==> config.mk <==
export PLATFORM = sky130hd
export DESIGN_NAME = binomial_coefficient_top
export DESIGN_NICKNAME = d
export VERILOG_FILES = /design/src/rtl/bc_pkg.sv /design/src/rtl/bc_mul.sv /design/src/rtl/bc_div.sv /design/src/rtl/binomial_coefficient_top.sv
export SDC_FILE = /design/constraint.sdc
export NUM_CORES = 2
export LEC_CHECK = 0
export BUFFER_PORTS_ARGS = -buffer_cell sky130_fd_sc_hd__buf_4
export CORE_MARGIN = 5
export CORE_UTILIZATION = 60
export DETAILED_ROUTE_END_ITERATION = 10
export PLACE_DENSITY_LB_ADDON = 0.15
export SKIP_LAST_GASP = 1
export SYNTH_ARGS = -nofsm -noshare
export SYNTH_HDL_FRONTEND = slang
export SYNTH_SLANG_ARGS = --single-unit
==> constraint.sdc <==
create_clock -name clk -period 16.1 [get_ports clk]
set_input_delay 2.415 -clock clk [delete_from_list [all_inputs] [get_ports clk]]
set_output_delay 2.415 -clock clk [all_outputs]
set_load 0.01 [all_outputs]
==> src/rtl/bc_pkg.sv <==
// Package for the binomial coefficient block: word type, unit status struct, constants.
// No dependencies. Used by every module under rtl/.
package bc_pkg;

	localparam int WORD_W = 64;
	localparam int HALF_W = WORD_W / 2;
	localparam int STEP_W = $clog2(WORD_W);

	typedef logic [WORD_W-1:0] word_t;
	typedef logic [HALF_W-1:0] half_t;

	// first divisor of the product loop
	localparam word_t FIRST_DIV = word_t'(2);
	localparam word_t ONE = word_t'(1);

	// status of the shared multiplier toward the sequencer
	typedef struct packed {
		logic done;
		logic hi_nz;
	} mul_stat_t;

endpackage

==> src/rtl/bc_mul.sv <==
// Iterative 64x64 multiplier: one 32x32 partial product per cycle, registered,
// then accumulated into a 128-bit sum. Depends on bc_pkg.
module bc_mul (
	input  logic             clk,
	input  logic             arst_n,
	input  logic             start,
	input  bc_pkg::word_t    a,
	input  bc_pkg::word_t    b,
	output bc_pkg::word_t    prod_lo,
	output bc_pkg::mul_stat_t stat
);
	import bc_pkg::*;

	logic [2:0]          cnt_q;
	logic                busy_q;
	logic                done_q;
	word_t               a_q;
	word_t               b_q;
	word_t               pp_s1;
	logic                pv_s1;
	logic [1:0]          sel_s1;
	logic [2*WORD_W-1:0] acc_q;
	logic [2*WORD_W-1:0] pp_shift;
	half_t               a_h;
	half_t               b_h;
	word_t               pp_d;

	assign a_h  = cnt_q[1] ? a_q[WORD_W-1:HALF_W] : a_q[HALF_W-1:0];
	assign b_h  = cnt_q[0] ? b_q[WORD_W-1:HALF_W] : b_q[HALF_W-1:0];
	assign pp_d = a_h * b_h;

	always_comb begin
		case (sel_s1)
			2'd0:    pp_shift = {{WORD_W{1'b0}}, pp_s1};
			2'd3:    pp_shift = {pp_s1, {WORD_W{1'b0}}};
			default: pp_shift = {{HALF_W{1'b0}}, pp_s1, {HALF_W{1'b0}}};
		endcase
	end

	always_ff @(posedge clk or negedge arst_n) begin
		if (!arst_n) begin
			cnt_q  <= '0;
			busy_q <= 1'b0;
			done_q <= 1'b0;
			pv_s1  <= 1'b0;
		end else begin
			done_q <= 1'b0;
			if (start) begin
				cnt_q  <= '0;
				busy_q <= 1'b1;
				pv_s1  <= 1'b0;
			end else if (busy_q) begin
				pv_s1 <= !cnt_q[2];
				if (!cnt_q[2]) begin
					cnt_q <= cnt_q + 3'd1;
				end
				if (pv_s1 && sel_s1 == 2'd3) begin
					busy_q <= 1'b0;
					done_q <= 1'b1;
				end
			end
		end
	end

	always_ff @(posedge clk) begin
		if (start) begin
			a_q   <= a;
			b_q   <= b;
			acc_q <= '0;
		end else if (busy_q) begin
			pp_s1  <= pp_d;
			sel_s1 <= cnt_q[1:0];
			if (pv_s1) begin
				acc_q <= acc_q + pp_shift;
			end
		end
	end

	assign prod_lo    = acc_q[WORD_W-1:0];
	assign stat.done  = done_q;
	assign stat.hi_nz = |acc_q[2*WORD_W-1:WORD_W];

endmodule

==> src/rtl/bc_div.sv <==
// Restoring radix-2 divider of a 64-bit word by a narrow divisor, one quotient
// bit per cycle. Depends on bc_pkg.
module bc_div #(
	parameter int DW = 7
) (
	input  logic          clk,
	input  logic          arst_n,
	input  logic          start,
	input  bc_pkg::word_t dividend,
	input  logic [DW-1:0] divisor,
	output bc_pkg::word_t quotient,
	output logic          done
);
	import bc_pkg::*;

	localparam logic [STEP_W-1:0] LAST = STEP_W'(WORD_W - 1);

	logic [STEP_W-1:0] cnt_q;
	logic              busy_q;
	logic              done_q;
	word_t             quo_q;
	logic [DW-1:0]     rem_q;
	logic [DW-1:0]     d_q;
	logic [DW:0]       trial;
	logic [DW:0]       diff;
	logic              fits;

	assign trial = {rem_q, quo_q[WORD_W-1]};
	assign fits  = trial >= {1'b0, d_q};
	assign diff  = trial - {1'b0, d_q};

	always_ff @(posedge clk or negedge arst_n) begin
		if (!arst_n) begin
			cnt_q  <= '0;
			busy_q <= 1'b0;
			done_q <= 1'b0;
		end else begin
			done_q <= 1'b0;
			if (start) begin
				cnt_q  <= '0;
				busy_q <= 1'b1;
			end else if (busy_q) begin
				cnt_q <= cnt_q + 1'b1;
				if (cnt_q == LAST) begin
					busy_q <= 1'b0;
					done_q <= 1'b1;
				end
			end
		end
	end

	always_ff @(posedge clk) begin
		if (start) begin
			quo_q <= dividend;
			rem_q <= '0;
			d_q   <= divisor;
		end else if (busy_q) begin
			quo_q <= {quo_q[WORD_W-2:0], fits};
			rem_q <= fits ? diff[DW-1:0] : trial[DW-1:0];
		end
	end

	assign quotient = quo_q;
	assign done     = done_q;

endmodule

==> src/rtl/binomial_coefficient_top.sv <==
// Binomial coefficient C(n,k), multiplicative method with overflow flag.
// Top level: sequencer plus shared bc_mul and bc_div units. Depends on bc_pkg.
//
//   channel | handshake          | payload
//   --------+--------------------+-----------------------------
//   input   | in_valid, in_stall | set_size, pick_count
//   output  | out_valid, out_stall | coefficient, overflow
//
// Sequence: after an input transfer, setup (range check with k reduction,
// then start value), then per divisor r = 2..k one loop check, one multiply
// on the 4-step 32x32 multiplier and one 64-step restoring divide. Special
// cases (k > n, reduced k zero or above MAX_K) skip the loop and go from
// setup straight to the done state, which loads the result.
// in_stall is high from the input transfer until the result is loaded into
// the output register; a waiting result does not block the next input.
// Reset clears the sequencer and the output valid; datapath registers hold
// no reset.
module binomial_coefficient_top #(
	parameter int MAX_K = 33
) (
	input  logic          clk,
	input  logic          arst_n,
	input  logic          in_valid,
	output logic          in_stall,
	input  bc_pkg::word_t set_size,
	input  bc_pkg::word_t pick_count,
	output logic          out_valid,
	input  logic          out_stall,
	output bc_pkg::word_t coefficient,
	output logic          overflow
);
	import bc_pkg::*;

	// divisor counter must reach MAX_K + 1 to end the loop
	localparam int DW = $clog2(MAX_K + 2);

	localparam logic [2:0] ST_IDLE = 3'd0;
	localparam logic [2:0] ST_PREP = 3'd1;
	localparam logic [2:0] ST_CHK  = 3'd2;
	localparam logic [2:0] ST_LOOP = 3'd3;
	localparam logic [2:0] ST_MUL  = 3'd4;
	localparam logic [2:0] ST_DIV  = 3'd5;
	localparam logic [2:0] ST_DONE = 3'd6;

	logic [2:0]    state_q;
	word_t         n_q;
	word_t         k_q;
	word_t         value_q;
	word_t         factor_q;
	logic [DW-1:0] kr_q;
	logic [DW-1:0] div_q;
	logic          ovf_q;
	logic          out_valid_q;
	word_t         coefficient_q;
	logic          overflow_q;

	logic          mul_start;
	logic          div_start;
	word_t         prod_lo;
	mul_stat_t     mul_stat;
	word_t         quotient;
	logic          div_done;
	logic          out_free;
	word_t         n_minus_k;

	assign mul_start = (state_q == ST_LOOP) && !(div_q > kr_q);
	assign div_start = (state_q == ST_MUL) && mul_stat.done;
	assign out_free  = !out_valid_q || !out_stall;
	assign n_minus_k = n_q - k_q;

	bc_mul u_mul (
		.clk     (clk),
		.arst_n  (arst_n),
		.start   (mul_start),
		.a       (value_q),
		.b       (factor_q),
		.prod_lo (prod_lo),
		.stat    (mul_stat)
	);

	bc_div #(
		.DW (DW)
	) u_div (
		.clk      (clk),
		.arst_n   (arst_n),
		.start    (div_start),
		.dividend (prod_lo),
		.divisor  (div_q),
		.quotient (quotient),
		.done     (div_done)
	);

	// sequencer
	always_ff @(posedge clk or negedge arst_n) begin
		if (!arst_n) begin
			state_q <= ST_IDLE;
		end else begin
			case (state_q)
				ST_IDLE: if (in_valid) state_q <= ST_PREP;
				ST_PREP: state_q <= (k_q > n_q) ? ST_DONE : ST_CHK;
				ST_CHK: begin
					if (k_q == '0 || k_q > word_t'(MAX_K)) begin
						state_q <= ST_DONE;
					end else begin
						state_q <= ST_LOOP;
					end
				end
				ST_LOOP: state_q <= mul_start ? ST_MUL : ST_DONE;
				ST_MUL:  if (mul_stat.done) state_q <= ST_DIV;
				ST_DIV:  if (div_done) state_q <= ST_LOOP;
				ST_DONE: if (out_free) state_q <= ST_IDLE;
				default: state_q <= ST_IDLE;
			endcase
		end
	end

	// working registers
	always_ff @(posedge clk) begin
		case (state_q)
			ST_IDLE: begin
				n_q <= set_size;
				k_q <= pick_count;
			end
			ST_PREP: begin
				value_q <= '0;
				ovf_q   <= 1'b0;
				// use the smaller of k and n-k
				if (k_q > (n_q >> 1)) begin
					k_q <= n_minus_k;
				end
			end
			ST_CHK: begin
				kr_q  <= k_q[DW-1:0];
				div_q <= FIRST_DIV[DW-1:0];
				if (k_q == '0) begin
					value_q <= ONE;
				end else if (k_q > word_t'(MAX_K)) begin
					value_q <= '0;
					ovf_q   <= 1'b1;
				end else begin
					value_q  <= n_minus_k + ONE;
					factor_q <= n_minus_k + FIRST_DIV;
				end
			end
			ST_MUL: begin
				if (mul_stat.done && mul_stat.hi_nz) begin
					ovf_q <= 1'b1;
				end
			end
			ST_DIV: begin
				if (div_done) begin
					value_q  <= quotient;
					factor_q <= factor_q + ONE;
					div_q    <= div_q + 1'b1;
				end
			end
			default: ;
		endcase
	end

	// output register
	always_ff @(posedge clk or negedge arst_n) begin
		if (!arst_n) begin
			out_valid_q <= 1'b0;
		end else if (state_q == ST_DONE && out_free) begin
			out_valid_q <= 1'b1;
		end else if (!out_stall) begin
			out_valid_q <= 1'b0;
		end
	end

	always_ff @(posedge clk) begin
		if (state_q == ST_DONE && out_free) begin
			coefficient_q <= value_q;
			overflow_q    <= ovf_q;
		end
	end

	assign in_stall    = (state_q != ST_IDLE);
	assign out_valid   = out_valid_q;
	assign coefficient = coefficient_q;
	assign overflow    = overflow_q;

endmodule

==> summary.md <==
| Metric | Value |
|---|---|
| Outcome | finished, final reports clean |
| # rows | 132 |
| Top-level I/O count | 199 |
| Commonest non-fill, non-tap cell in the layout | nand2_1 |
| H-tree depth | 3 |
| Post-synthesis register bit count | 750 |
| Slowest stage delay, CP | 730 ps |
| Area Growth Syn to Fin | 7.81% |
| Root Driver | clkbuf_16 |
| Post-Syn Instances | 8597 |
| Wire length of the first global-routing pass | 414 mm |
| Synth Net Count | 10200 |
| Starting Density | 60.5% |
| Worst-Margin Slew | 1160 ps |
| Initial DRC count | 7271 |
| Pin count of the biggest net entering global routing | 102 |
| Final Core Density | 65.2% |
| Pre-CTS setup slack | 5740 ps |
| Post-synthesis cell area | 78600 um2 |
| DRC viols | 0 |
| Slew headroom | 22.4% |
| Area leader, netlist | fa_1 |
| Pins over their slew limit | 0 |
| Vias per cell | 6.23 |
| Die Wd | 372 um |
| RSZ-0062 raised after global routing | no |
| Ranking of synthesized cells by area | fa_1 23%, edfxtp_1 23%, ha_1 8.6%, nand2_1 6.2%, inv_1 5.4% |
| Max Root-Sink Buffers | 3 |
| Synth unique cells | 110 |
| Worst R2R Setup Slack | 5470 ps |
| WHS | 447 ps |
| Ys async rst share | 2.40% |
| Crit path time final | 10630 ps |
| Die Y | 372 um |
| Port bufs | 198 |
| Core Region | 130000 um2 |
| Total gr overflow | 0 |
| Arrival time worst endpoint | 11050 ps |
| Count of max-cap constraint violations | 0 |
| Total setup buffers inserted after CTS | 0 |
| Number of flops mapped to enable cells by yosys | 598 |
| Initial antenna violation count | 16 |
| Most frequent cells in the layout | 1298 x nand2_1, 1120 x inv_1, 899 x fa_1, 886 x nor2_1, 598 x edfxtp_1 |
| YS warnings | 0 |
| Share of cells above drive strength 1 | 7.93% |
| CP Max Fanout | 44 |
| Max frequency | 0.0940 GHz |
| Nets | 10200 |
| Final Hold Fails | 0 |
| Seq/Total Area, Yosys | 26.8% |
| Post-cts repair resize count | 0 |
| Min-delay worst type | register to register |
| Worst Slack Setup Final | 5470 ps |
| Fillers | 10900 |
| Setup crit end kind | register |
| Clock transition at path regs | 60 ps |
| Crit path kind | register to register |
| Final WL | 283 mm |
| CTS buffer count | 85 |
| Clk_lat worst skew | 730 ps |
| Mapped Avg Cell Area | 9.14 um2 |
| Die ar. | 138000 um2 |
| Final TNS setup | 0 ps |
| Number of global-route vias before repair | 64300 |
| RD Place Congestion | 1.03 |
| Total number of vias | 65000 |
| DR WL/cell | 27.2 um |
| HPWL Detailed | 220 mm |
| Clock skew | 82.8 ps |
| Drt pass-1 iters | 8 |
| Most common cell on crit path | fa_1 |
| Most common flop cell mapped by yosys | edfxtp_1 |
| Slowest-stage cell, CP | o41ai_1 |
| Worst EP required | 16520 ps |
| Hold-fix buffers, CTS | 0 |
| Startpoint types | register |
| Part of the cycle the worst path needs | 66.0% |
| Area share of the largest cell type after synthesis | 22.9% |
| # setup viols final | 0 |
| CTS tree | built |
| Num Clock Sinks | 750 |
| GRT Util Overall | 40.8% |
| Post-route ant nets | 0 |
[stage by stage]
step | instances | instance area [um2]
6_report | 10400 | 84700
5_1_grt | 10400 | 84700
4_1_cts | 10400 | 84700
3_5_place_dp | 10300 | 81800
3_3_place_gp | 10300 | 81800
2_1_floorplan | 8597 | 78600
[layout make-up]
type	instances	area, um2	area share, %
Multi-Input combinational cell	6334	52000	61.4
Sequential cell	750	21100	24.9
Inverter	1123	4220	4.99
Timing Repair Buffer	304	2280	2.69
Clock buffer	97	2200	2.60
Tap cell	1742	2180	2.57
Clock inverter	60	641	0.756
Antenna cell	13	32.5	0.0384
[state kept, by name (all words and copies together) (netlist names), 64 cells and up]
signal,cells
k_q,64
value_q,64
coefficient,64
n_q,64
u_mul.b_q,64
u_mul.pp_s1,64
u_mul.a_q,64
u_mul.acc_q,128
u_div.quotient,64
factor_q,64
[cell usage after synthesis, types with 52 or more instances]
cell type     n
a21o_1      156
a21oi_1     446
and2_1       99
and3_1       52
clkbuf_1    343
dfxtp_1     134
edfxtp_1    598
fa_1        899
ha_1        537
inv_1      1122
mux2_2       86
mux2i_1      73
nand2_1    1302
nand3_1     134
nand4_1     124
nor2_1      887
nor3_1       78
nor4_1       61
o21ai_0     350
o21bai_1     56
xnor2_1     259
xor2_1      156
[critical path, delay by kind of cell (launching register included)]
kind                       cells  cell delay, ps
muxes                          1             290
buffers and inverters          8            1390
xor gates and xnor gates       1             140
DFF                            1             620
and+or+nand+nor                5             930
AOI/OAI and AO/OA              8            2240
adders and majority gates      9            4580
[layer usage]
layer | routed length (um) | GRT usage [%]
met3 | 35300 | 12.5
met2 | 122000 | 60.6
met5 | 59 | 0
met4 | 20100 | 23.2
met1 | 106000 | 53.3
[cells by family after synthesis]
| kind of cell | count (synthesis) | share of synthesized area [%] |
|---|---|---|
| AND/OR/NAND/NOR | 2955 | 16.6 |
| adder cells (fa/ha/maj) | 1436 | 31.5 |
| buffers and inverters | 1513 | 7.30 |
| XOR/XNOR | 419 | 4.71 |
| multiplexers | 159 | 2.16 |
| AO/OA/AOI/OAI | 1365 | 11.0 |
| flip-flops | 750 | 26.8 |
[worst paths after layout]
kind                                start  cells past startpoint               to
min                           value_q[38]                      0  coefficient[38]
min reg2reg                   value_q[38]                      0  coefficient[38]
max                        u_mul.cnt_q[0]                     32  u_mul.pp_s1[56]
min in group asynchronous          arst_n                      1     u_mul.done_q
max in group asynchronous          arst_n                      1   u_mul.cnt_q[2]
max reg2reg                u_mul.cnt_q[0]                     32  u_mul.pp_s1[56]
Power is left out: the tool's default activity adds up to more than one toggle a clock period on the data nets, which glitch-free logic cannot reach.
